<file path="config.mk">
export PLATFORM = sky130hd
export DESIGN_NAME = minimal_standard_lcg_range_top
export DESIGN_NICKNAME = d
export VERILOG_FILES = /design/src/hw/rtl/mslcg_pkg.sv /design/src/hw/rtl/minimal_standard_lcg_range_top.sv
export VERILOG_INCLUDE_DIRS = /design/src /design/src/hw/rtl
export SDC_FILE = /design/constraint.sdc
export NUM_CORES = 2
export LEC_CHECK = 0
export BUFFER_PORTS_ARGS = -buffer_cell sky130_fd_sc_hd__clkbuf_2
export CAP_MARGIN = 25
export CORE_UTILIZATION = 50
export CTS_CLUSTER_DIAMETER = 80
export CTS_CLUSTER_SIZE = 12
export DETAILED_ROUTE_END_ITERATION = 7
export PLACE_DENSITY = 0.69
export SKIP_CTS_REPAIR_TIMING = 1
export SYNTH_ARGS = -nofsm -noshare
export SYNTH_HDL_FRONTEND = slang
export SYNTH_SLANG_ARGS = --single-unit
export TNS_END_PERCENT = 30
</file>
<file path="constraint.sdc">
create_clock -name i_clk -period 19.8 [get_ports i_clk]
set_input_delay 0 -clock i_clk [delete_from_list [all_inputs] [get_ports i_clk]]
set_output_delay 0 -clock i_clk [all_outputs]
set_load 0.05 [all_outputs]
</file>
<file path="src/hw/rtl/minimal_standard_lcg_range_top_defines.svh">
// assertion macros for the minimal standard lcg range block
`ifndef MINIMAL_STANDARD_LCG_RANGE_TOP_DEFINES_SVH
`define MINIMAL_STANDARD_LCG_RANGE_TOP_DEFINES_SVH

// same-cycle implication, clocked on i_clk, off during reset
`define MSLCG_ASSERT_IMP(label, ante, cons, msg) \
    label: assert property (@(posedge i_clk) disable iff (!i_rst_n) \
        (ante) |-> (cons)) else $error(msg);

// next-cycle implication, clocked on i_clk, off during reset
`define MSLCG_ASSERT_NXT(label, ante, cons, msg) \
    label: assert property (@(posedge i_clk) disable iff (!i_rst_n) \
        (ante) |=> (cons)) else $error(msg);

`endif

</file>
<file path="src/hw/rtl/mslcg_pkg.sv">
// types and constants of the minimal standard lcg range block
package mslcg_pkg;

    localparam int unsigned SEED_W = 31;
    localparam int unsigned DATA_W = 32;
    localparam int unsigned SPAN_W = 33;
    localparam int unsigned MB_W   = 16;
    localparam int unsigned PROD_W = SPAN_W + MB_W;
    localparam int unsigned ACC_W  = 63;

    localparam logic [MB_W-1:0]   LCG_MUL    = 16'd16807;
    localparam logic [DATA_W-1:0] LCG_MOD    = 32'h7FFF_FFFF;
    localparam logic [SEED_W-1:0] SEED_RESET = 31'd123456789;
    localparam logic [SEED_W-1:0] SEED_ONES  = 31'h7FFF_FFFF;

    // operation codes
    localparam logic OP_DRAW = 1'b0;
    localparam logic OP_LOAD = 1'b1;

    // register select, taken from paddr[2]
    localparam logic REG_RANGE_LOW  = 1'b0;
    localparam logic REG_RANGE_HIGH = 1'b1;

    typedef enum logic [2:0] {
        S_IDLE,
        S_MUL_SEED,
        S_REDUCE,
        S_MUL_LO,
        S_MUL_HI,
        S_ACCUM,
        S_FINISH
    } t_state;

endpackage

</file>
<file path="src/hw/rtl/minimal_standard_lcg_range_top.sv">
// minimal standard lcg with integer range output, top level
//
// Park-Miller minimal standard generator: a draw advances the seed to
// 16807 * seed mod (2^31 - 1) and returns the new seed together with
// lo + ((seed * (hi - lo + 1)) >> 31), where lo and hi are the two range
// registers put in order. A load replaces the seed; a load of zero or of
// 2^31 - 1 is rejected with o_seed_error set and the seed kept. A load
// result carries o_ranged_value = 0. The seed resets to 123456789.
// Timing: a load's result is written into the output register at the
// edge that takes the load. A draw walks a small sequencer over one
// shared 33 x 16 unsigned multiplier (seed product, modular fold, low
// and high partial products of the scaling, accumulate, final add), so
// the block holds o_in_stall high from a draw transfer until it is back
// in idle. New input is taken only when the output register is empty
// or being drained in the same cycle. Range registers sit at byte
// address 0 (range_low) and 4 (range_high); the user must write them
// only while idle, as the block itself does not enforce this.
module minimal_standard_lcg_range_top (
    input  logic        i_clk,
    input  logic        i_rst_n,

    // input channel
    input  logic        i_in_valid,
    output logic        o_in_stall,
    input  logic        i_operation,
    input  logic [30:0] i_seed_in,

    // output channel
    output logic        o_out_valid,
    input  logic        i_out_stall,
    output logic [31:0] o_ranged_value,
    output logic [30:0] o_raw_seed,
    output logic        o_seed_error,

    // configuration port
    input  logic        psel,
    input  logic        penable,
    input  logic        pwrite,
    input  logic [2:0]  paddr,
    input  logic [31:0] pwdata,
    output logic [31:0] prdata,
    output logic        pready
);

`include "minimal_standard_lcg_range_top_defines.svh"

    // state
    mslcg_pkg::t_state                   r_state, n_state;
    logic [mslcg_pkg::SEED_W-1:0]        r_seed;
    logic [mslcg_pkg::DATA_W-1:0]        r_range_low, r_range_high;
    logic [mslcg_pkg::DATA_W-1:0]        r_lo;
    logic [mslcg_pkg::SPAN_W-1:0]        r_span;
    logic [mslcg_pkg::PROD_W-1:0]        r_prod, r_phi;
    logic [mslcg_pkg::ACC_W-1:0]         r_acc;

    // output register
    logic                                r_out_valid;
    logic [mslcg_pkg::DATA_W-1:0]        r_out_ranged;
    logic [mslcg_pkg::SEED_W-1:0]        r_out_seed;
    logic                                r_out_err;

    // handshake
    logic w_in_xfer;
    logic w_out_free;
    logic w_cfg_wr;

    // shared multiplier
    logic [mslcg_pkg::SPAN_W-1:0] w_mul_a;
    logic [mslcg_pkg::MB_W-1:0]   w_mul_b;
    logic [mslcg_pkg::PROD_W-1:0] w_mul_p;

    // bounds ordering
    logic                         w_swap;
    logic [mslcg_pkg::DATA_W-1:0] w_lo, w_hi;
    logic [mslcg_pkg::SPAN_W-1:0] w_span;

    // modular fold and load check
    logic [mslcg_pkg::DATA_W-1:0] w_fold;
    logic [mslcg_pkg::DATA_W-1:0] w_fold_red;
    logic                         w_load_bad;
    logic [mslcg_pkg::ACC_W-1:0]  w_acc_sum;

    assign pready      = 1'b1;
    assign w_cfg_wr    = psel && penable && pwrite;
    assign prdata      = (paddr[2] == mslcg_pkg::REG_RANGE_HIGH) ? r_range_high : r_range_low;

    // output register is free now or drained this cycle
    assign w_out_free  = !r_out_valid || !i_out_stall;
    assign w_in_xfer   = i_in_valid && !o_in_stall;

    assign o_out_valid    = r_out_valid;
    assign o_ranged_value = r_out_ranged;
    assign o_raw_seed     = r_out_seed;
    assign o_seed_error   = r_out_err;

    // order the bounds and form the span, up to 2^32
    assign w_swap = $signed(r_range_high) < $signed(r_range_low);
    assign w_lo   = w_swap ? r_range_high : r_range_low;
    assign w_hi   = w_swap ? r_range_low  : r_range_high;
    assign w_span = {w_hi[mslcg_pkg::DATA_W-1], w_hi} - {w_lo[mslcg_pkg::DATA_W-1], w_lo}
                    + {{(mslcg_pkg::SPAN_W-1){1'b0}}, 1'b1};

    // 2^31 = 1 mod (2^31 - 1): add the high part onto the low part
    assign w_fold = {1'b0, r_prod[mslcg_pkg::SEED_W-1:0]}
                    + {{(mslcg_pkg::DATA_W - (mslcg_pkg::PROD_W - mslcg_pkg::SEED_W)){1'b0}},
                       r_prod[mslcg_pkg::PROD_W-1:mslcg_pkg::SEED_W]};
    assign w_fold_red = (w_fold >= mslcg_pkg::LCG_MOD) ? (w_fold - mslcg_pkg::LCG_MOD) : w_fold;

    assign w_load_bad = (i_seed_in == '0) || (i_seed_in == mslcg_pkg::SEED_ONES);

    // high partial product weighs 2^16; the full product stays below 2^63
    assign w_acc_sum = {{(mslcg_pkg::ACC_W - mslcg_pkg::PROD_W){1'b0}}, r_prod}
                       + {r_phi[mslcg_pkg::ACC_W-mslcg_pkg::MB_W-1:0], {mslcg_pkg::MB_W{1'b0}}};

    // operand selection for the one multiplier
    always_comb begin
        w_mul_a = {2'b00, r_seed};
        w_mul_b = mslcg_pkg::LCG_MUL;
        unique case (r_state)
            mslcg_pkg::S_MUL_LO: begin
                w_mul_a = r_span;
                w_mul_b = r_seed[mslcg_pkg::MB_W-1:0];
            end
            mslcg_pkg::S_MUL_HI: begin
                w_mul_a = r_span;
                w_mul_b = {1'b0, r_seed[mslcg_pkg::SEED_W-1:mslcg_pkg::MB_W]};
            end
            default: begin
                w_mul_a = {2'b00, r_seed};
                w_mul_b = mslcg_pkg::LCG_MUL;
            end
        endcase
    end

    assign w_mul_p = w_mul_a * w_mul_b;

    // state register
    always_ff @(posedge i_clk) begin
        if (!i_rst_n) begin
            r_state <= mslcg_pkg::S_IDLE;
        end else begin
            r_state <= n_state;
        end
    end

    // next state and stall
    always_comb begin
        n_state    = r_state;
        o_in_stall = 1'b1;
        unique case (r_state)
            mslcg_pkg::S_IDLE: begin
                o_in_stall = !w_out_free;
                if (i_in_valid && w_out_free && i_operation == mslcg_pkg::OP_DRAW) begin
                    n_state = mslcg_pkg::S_MUL_SEED;
                end
            end
            mslcg_pkg::S_MUL_SEED: n_state = mslcg_pkg::S_REDUCE;
            mslcg_pkg::S_REDUCE:   n_state = mslcg_pkg::S_MUL_LO;
            mslcg_pkg::S_MUL_LO:   n_state = mslcg_pkg::S_MUL_HI;
            mslcg_pkg::S_MUL_HI:   n_state = mslcg_pkg::S_ACCUM;
            mslcg_pkg::S_ACCUM:    n_state = mslcg_pkg::S_FINISH;
            mslcg_pkg::S_FINISH:   n_state = mslcg_pkg::S_IDLE;
            default:               n_state = mslcg_pkg::S_IDLE;
        endcase
    end

    // range registers
    always_ff @(posedge i_clk) begin
        if (!i_rst_n) begin
            r_range_low  <= '0;
            r_range_high <= 32'd2;
        end else if (w_cfg_wr) begin
            if (paddr[2] == mslcg_pkg::REG_RANGE_LOW) begin
                r_range_low <= pwdata;
            end else begin
                r_range_high <= pwdata;
            end
        end
    end

    // seed
    always_ff @(posedge i_clk) begin
        if (!i_rst_n) begin
            r_seed <= mslcg_pkg::SEED_RESET;
        end else if (w_in_xfer && i_operation == mslcg_pkg::OP_LOAD && !w_load_bad) begin
            r_seed <= i_seed_in;
        end else if (r_state == mslcg_pkg::S_REDUCE) begin
            r_seed <= w_fold_red[mslcg_pkg::SEED_W-1:0];
        end
    end

    // datapath registers, no reset needed
    always_ff @(posedge i_clk) begin
        unique case (r_state)
            mslcg_pkg::S_MUL_SEED: begin
                r_prod <= w_mul_p;
                r_lo   <= w_lo;
                r_span <= w_span;
            end
            mslcg_pkg::S_MUL_LO: r_prod <= w_mul_p;
            mslcg_pkg::S_MUL_HI: r_phi  <= w_mul_p;
            mslcg_pkg::S_ACCUM:  r_acc  <= w_acc_sum;
            default: begin
            end
        endcase
    end

    // output register
    always_ff @(posedge i_clk) begin
        if (!i_rst_n) begin
            r_out_valid <= 1'b0;
        end else if (r_state == mslcg_pkg::S_FINISH) begin
            r_out_valid <= 1'b1;
        end else if (w_in_xfer && i_operation == mslcg_pkg::OP_LOAD) begin
            r_out_valid <= 1'b1;
        end else if (!i_out_stall) begin
            r_out_valid <= 1'b0;
        end
    end

    always_ff @(posedge i_clk) begin
        if (r_state == mslcg_pkg::S_FINISH) begin
            // scaled value is below the span, so the sum stays within [lo, hi]
            r_out_ranged <= r_lo + r_acc[mslcg_pkg::ACC_W-1:mslcg_pkg::SEED_W];
            r_out_seed   <= r_seed;
            r_out_err    <= 1'b0;
        end else if (w_in_xfer && i_operation == mslcg_pkg::OP_LOAD) begin
            r_out_ranged <= '0;
            r_out_seed   <= w_load_bad ? r_seed : i_seed_in;
            r_out_err    <= w_load_bad;
        end
    end

    // checks
    `MSLCG_ASSERT_IMP(a_seed_legal, 1'b1,
        (r_seed != '0) && (r_seed != mslcg_pkg::SEED_ONES), "seed left the legal range")
    `MSLCG_ASSERT_NXT(a_draw_starts, w_in_xfer && (i_operation == mslcg_pkg::OP_DRAW),
        r_state == mslcg_pkg::S_MUL_SEED, "draw transfer did not start the sequencer")
    `MSLCG_ASSERT_IMP(a_busy_out_empty, r_state != mslcg_pkg::S_IDLE,
        !r_out_valid, "output register occupied during a draw")

endmodule

</file>
* Word level (Yosys, flattened, before mapping)
Cells that the tools add are included.
Storage, ports and cells: flip-flop bits (word level) 387, input bits 74, output and inout port bits 99, logic and storage cells 74
Operators by class: add/subtract/negate cells 6, $mul 1, order comparisons 2, equal/unequal tests 9, mux-type cells 19, bitwise operators 2, reduce and logical (&&, ||, !) cells 22
Operators by type and width (number):
- $mux W31 | 6
- $mux W32 | 5
- $add A49 B63 Y63 | 1
- $mul A33 B16 Y49 | 1
- $add A33 B1 Y33 const B | 1
- $mux W33 | 1
- $sub A32 B32 Y33 | 1
- $add A31 B18 Y32 | 1
- $add A32 B32 Y32 | 1
- $ge A32 B31 Y1 const B | 1
- $lt A32 B32 Y1 | 1
- $pmux W16 S2 | 1
- $eq A31 B31 Y1 const B | 1
- $logic_not A31 Y1 | 1
- $sub A31 B31 Y31 const B | 1
- $pmux W3 S6 | 1
- $eq A3 B3 Y1 const B | 3
- $logic_and A1 B1 Y1 | 7
- $eq A3 B2 Y1 const B | 2
- $logic_not A1 Y1 | 5
- $mux W1 | 4
- $reduce_and A2 Y1 | 2
- $reduce_bool A2 Y1 | 2
- $reduce_or A2 Y1 | 2
- other kinds (7) | 9

* Longest topological paths before layout
depth in word-level cells 9, depth in mapped cells 33, gate-level depth less buffers 29

* Worst setup path before layout
Ideal clock, no wire load.
path type flip-flop to flip-flop, start point register r_state[2], end point register r_phi[45] (netlist name), data pin, setup time 0.266 ns, arrival time 10.498 ns, data required time 19.534 ns, setup slack 9.036 ns, stages on the path, launching flop included 31, path buffers 3, clock period less this slack 10.764 ns, cells stage by stage dfxtp_1 > clkbuf_1 > nor2b_1 > nand2_1 > nand2_1 > clkbuf_1 > clkbuf_1 > mux2i_1 > nor2_1 > fa_1 > inv_1 > fa_1 > fa_1 > inv_1 > fa_1 > fa_1 > inv_1 > fa_1 > inv_1 > ha_1 > a21oi_1 > o21ai_0 > o41ai_1 > nand3_1 > o21ai_0 > o21ai_0 > a311o_1 > a311o_1 > nand4_1 > a21oi_1 > xor2_1
On the way: word-level cells in the longest chain between the ends 4, elaborated cells on any way between the ends 6, those cells by class mul (1); eq/ne (2); mux (2); reduce/logical (1)
Ends and longest elaborated chain:
- from (decl) | line minimal_standard_lcg_range_top.sv:48 | mslcg_pkg::t_state r_state, n_state;
- from (signal assigned) | line minimal_standard_lcg_range_top.sv:140 | r_state <= mslcg_pkg::S_IDLE;
- from (signal assigned) | line minimal_standard_lcg_range_top.sv:142 | r_state <= n_state;
- $eq A3 B3 Y1 or $eq A3 B2 Y1 (tied branches) | line minimal_standard_lcg_range_top.sv:119 | unique case (r_state)
- $reduce_or A2 Y1 (no source line)
- $mux W33 | line minimal_standard_lcg_range_top.sv:119
- $mul A33 B16 Y49 (*) | line minimal_standard_lcg_range_top.sv:135 | assign w_mul_p = w_mul_a * w_mul_b;
- via w_mul_p, one bit | line minimal_standard_lcg_range_top.sv:70 | logic [mslcg_pkg::PROD_W-1:0] w_mul_p;
- to (signal assigned) | line minimal_standard_lcg_range_top.sv:201 | mslcg_pkg::S_MUL_HI: r_phi <= w_mul_p;
- to (decl) | line minimal_standard_lcg_range_top.sv:53 | logic [mslcg_pkg::PROD_W-1:0] r_prod, r_phi;
The timed path passes the listed nets; every way through them passes the cells marked *. A chain may end at the register's enable or synchronous reset.

* Worst setup path after layout
start point register r_state[1], end point register r_prod[46] (netlist name), data pin
On the way: word-level cells in the longest chain between the ends 4, elaborated cells on any way between the ends 6, those cells by class mul (1); eq/ne (2); mux (2); reduce/logical (1)
Ends and longest elaborated chain:
- $eq A3 B3 Y1 or $eq A3 B2 Y1 (tied branches) | line minimal_standard_lcg_range_top.sv:119
- $reduce_or A2 Y1 (no source line)
- $mux W33 | line minimal_standard_lcg_range_top.sv:119
- $mul A33 B16 Y49 (*) | line minimal_standard_lcg_range_top.sv:135
- via w_mul_p, one bit | line minimal_standard_lcg_range_top.sv:70
- to (signal assigned) | line minimal_standard_lcg_range_top.sv:196 | r_prod <= w_mul_p;
- to (signal assigned) | line minimal_standard_lcg_range_top.sv:200 | mslcg_pkg::S_MUL_LO: r_prod <= w_mul_p;
- to (decl) | line minimal_standard_lcg_range_top.sv:53
Marks and branches as above.

==> out/results.txt <==
The run finished, with violations left. The final reports fail on hold timing. For the data required time of the critical path, the log shows 20.15 ns. The tools report the element type at the critical path start as a flip-flop. The clock latency of the later-clocked register in the worst-skew pair came out at 0.60 ns. The root buffer cell chosen for the clock tree is clkbuf_16. The DRC violations left was 0. Count of maximum capacitance violations: 0. The synthesized netlist occupies a cell area of 0.0367 sq mm. By instance count, the leading cell after synthesis is nand2_1. End point of the worst hold path: r_seed[18]$_SDFFE_PN0P_. Summed over all instances, the cell type with the most area after synthesis is fa_1. The critical path crosses 27 cells after its start point. In this run the worst path has a maximum fanout of 39. Synthesis produced a netlist with a net count of 4756.

The sequential fraction of the synthesis area was 26.4%. The number of nets still failing antenna checks after routing was 0; the worst slew margin relative to its limit was 25.2%. A synthesized cell averages 9.22 sq um. TritonCTS built the clock tree. The most used flip-flop cell after synthesis is edfxtp_1.

For this block, the via count after detailed routing is 30.2k. In this run, synthesis inferred 256 flip-flops with an integrated enable. The cell depth of the worst flop-to-flop path was 27.

The final worst-path setup slack was 9.45 ns; the via density per instance was 5.86. X dimension of the die: 273 um. The non-filler instance count after layout was 5160.

The fraction of layout instances using a drive strength above 1 is 9.31%, and the number of flip-flops and latches in the synthesized netlist is 356. The clock net in this run drives a total of 356 sinks. The number of design-rule violations left by the first detailed-router iteration is 2785.

After clock tree synthesis, the clock-pin slew on the worst setup and hold paths is 0.07 ns. The global router's overall resource usage is 31.2%, and the final critical path time including I/O delays and setup is 10.35 ns. The die is 273 um tall. The run gives 0 as the total overflow reported by the global router.

The endpoint identified for the worst register-to-register timing path is r_prod[46]$_DFFE_PP_. The post-route clock period utilization is 52.3%, and the fraction of synthesis flops using an asynchronous set or reset pin is 0%. The number of instances in the placed design is 5018. The netlist uses 88 different library cells. The first detailed-routing pass ran for 5 iterations. After routing, the total negative slack on setup checks comes to 0 ns. For this design the top-level I/O count stands at 173.

The count of buffers inserted at the top-level ports works out to 169. Setup repair after global routing left no endpoint under its margin. The startpoint identified for the worst register-to-register timing path is r_state[1]$_SDFFE_PN0P_. The final layout contains routed wiring with a total length of 117 mm. The master of the slowest instance on the critical path is nand2_2.

The maximum clock frequency was 96.6 MHz. In this design, the largest share of critical-path delay is due to adder cells. Counting instances, the worst hold path has a depth of 3.

Relative to the synthesized area, the layout overhead comes to 10.4%. Worst-case clock buffer depth: 3. The tools report the count of standard-cell rows as 99. Summed over its instances, the top area cell type makes up 23.7% of the synthesized netlist area.

The number of antenna violations at the first check in global routing was 1. In this run the most critical hold path is launched from i_seed_in[18]. STA classifies the critical path endpoint as a flip-flop. During synthesis, Yosys emitted a total of 0 warnings. The layout has 6567 filler cells. In this run the register-to-register setup slack is 9.45 ns.

The core region area is 0.0728 sq mm, and the worst-case hold slack is -0.0268 ns. By area the synthesized netlist is led by fa_1 24%, edfxtp_1 21%, ha_1 9.1%. By count the netlist is led by 635 x nand2_1, 525 x inv_1, 435 x fa_1. In this design, the stage delay of the slowest critical-path cell is 0.80 ns. The critical path is of the reg2reg type.

The number of endpoints failing setup at the final stage is 0. The routed wire length per instance was 22.6 um; the synthesized instance count was 3981. Once the floorplan was initialized, standard cells occupied 50.4% of the core. At the worst endpoint, the arrival time is 10.70 ns. The combined flip-flop and latch cell area came out at 0.00969 sq mm.

The first global-routing pass estimated 175 mm of wire. The congestion estimate from routability-driven global placement came to 0.995. Buffers inserted during clock tree synthesis total 40.

Entering global routing, the biggest net connects 81 pins. The floorplan step defined a die boundary enclosing 0.0745 sq mm. The tools report the final hold violation count as 1. Most repeated library cell on the critical path: fa_1. The tools report the worst clock skew on the final layout as 0.0422 ns. The area of the multi-input gates is 0.0245 sq mm, and the transition time at the pin with the least slew margin is 1.09 ns. The number of global-route vias before repair came out at 29.5k.

The number of max-slew violations in the final report was 0. The critical path contains buffers and inverters numbering 5 combined. In this run the number of H-tree levels came out at 2. At the placement stage, the worst setup path has a slack of 9.45 ns. After the last flow step, the layout net total stands at 4944. Sum of net half-perimeters after detailed placement: 91.0 mm.

In this run the worst hold path is classified as in2reg.
-- metrics by stage --
step	utilization, %	area [sq um]
6_report	55.7	40500
5_1_grt	55.7	40500
4_1_cts	54.7	39900
3_5_place_dp	53.1	38600
3_3_place_gp	53.0	38600
2_1_floorplan	-	36700
-- area by class of cell --
| class | count | area share, % |
|---|---|---|
| inverter | 526 | 4.87 |
| timing repair buffer | 289 | 4.73 |
| multi-input combinational | 2956 | 60.5 |
| sequential | 356 | 23.9 |
| clock inverter | 11 | 0.318 |
| clock buffer | 61 | 2.70 |
| tap | 959 | 2.96 |
| antenna | 2 | 0.0123 |
-- flip-flops by register name, summed over array words and instances, names as in the netlist --
signal,flops
r_range_low,32
r_seed,31
o_raw_seed,31
r_span,33
r_acc,32
o_seed_error,1
r_state,3
r_range_high,32
o_ranged_value,32
r_phi,47
r_prod,49
r_lo,32
o_out_valid,1
-- layout by cell type (no fill, tap or decap), types with 21 or more instances in the layout --
cell type and count:
mux2i_1 39, a211oi_1 23, buf_4 52, clkbuf_2 169, fa_1 435, xor2_1 51
inv_1 524, and2_1 21, nand4_1 36, a21o_1 75, nand3_1 89, dfxtp_1 100
nor2_1 365, nand2b_1 24, clkbuf_16 40, xnor2_1 88, edfxtp_1 256, nor2b_1 23
a21oi_1 186, nor3_1 29, and3_1 32, mux2_2 64, ha_1 266, nand2_1 633
o21ai_0 184, dlygate4sd3_1 67, o21a_1 27
-- worst max path at each step --
stage,startpoint,endpoint
2_1_floorplan,r_state[2]$_SDFFE_PN0P_,r_phi[45]$_DFFE_PN_
3_3_place_gp,r_state[1]$_SDFFE_PN0P_,r_prod[46]$_DFFE_PP_
3_5_place_dp,r_state[1]$_SDFFE_PN0P_,r_prod[46]$_DFFE_PP_
4_1_cts,r_state[1]$_SDFFE_PN0P_,r_prod[46]$_DFFE_PP_
5_1_grt,r_state[1]$_SDFFE_PN0P_,r_prod[46]$_DFFE_PP_
6_report,r_state[1]$_SDFFE_PN0P_,r_prod[46]$_DFFE_PP_
-- cell families (layout without fill, tap and decap cells) --
kind of cell | count (synthesis) | in the layout | share of synthesized area, %
xor+xnor | 139 | 139 | 3.32
flops | 356 | 356 | 26.4
simple gates | 1319 | 1319 | 15.4
buf+inv | 669 | 887 | 6.98
mux | 103 | 103 | 3.03
compound gates | 693 | 693 | 12.1
other cells | 1 | 3 | 0.0102
fa+ha+maj | 701 | 701 | 32.8
-- worst register-to-register path, cell delays in order, from the launching register on --
cell	delay, ns
dfxtp_1	0.57
nand2_1	0.62
nand2_2	0.82
buf_4	0.62
mux2i_1	0.70
nor2_1	0.13
fa_1	0.54
inv_1	0.05
fa_1	0.48
inv_1	0.05
fa_1	0.48
fa_1	0.52
fa_1	0.50
inv_1	0.05
fa_1	0.56
inv_1	0.06
ha_1	0.34
a21o_1	0.20
a21o_1	0.19
a2111oi_0	0.60
o31ai_1	0.16
a21oi_1	0.33
o21ba_2	0.22
o21ai_0	0.16
a311oi_1	0.65
o21ai_0	0.19
o21ai_0	0.12
xnor2_1	0.23
-- routing by layer --
metal / up-vias / share of wire, % / GRT usage, % / routed length, um
li1: 13600 / - / - / -
met1: 14800 / 41 / 41.9 / 47300
met2: 1460 / 44 / 47.9 / 51700
met3: 295 / 9.9 / 6.57 / 11500
met4: 0 / 5.4 / 15.1 / 6260
met5: - / 0 / 0 / 0
Power is not shown: default switching activity piles up to over one toggle a cycle in this logic, so the estimate is an artifact.
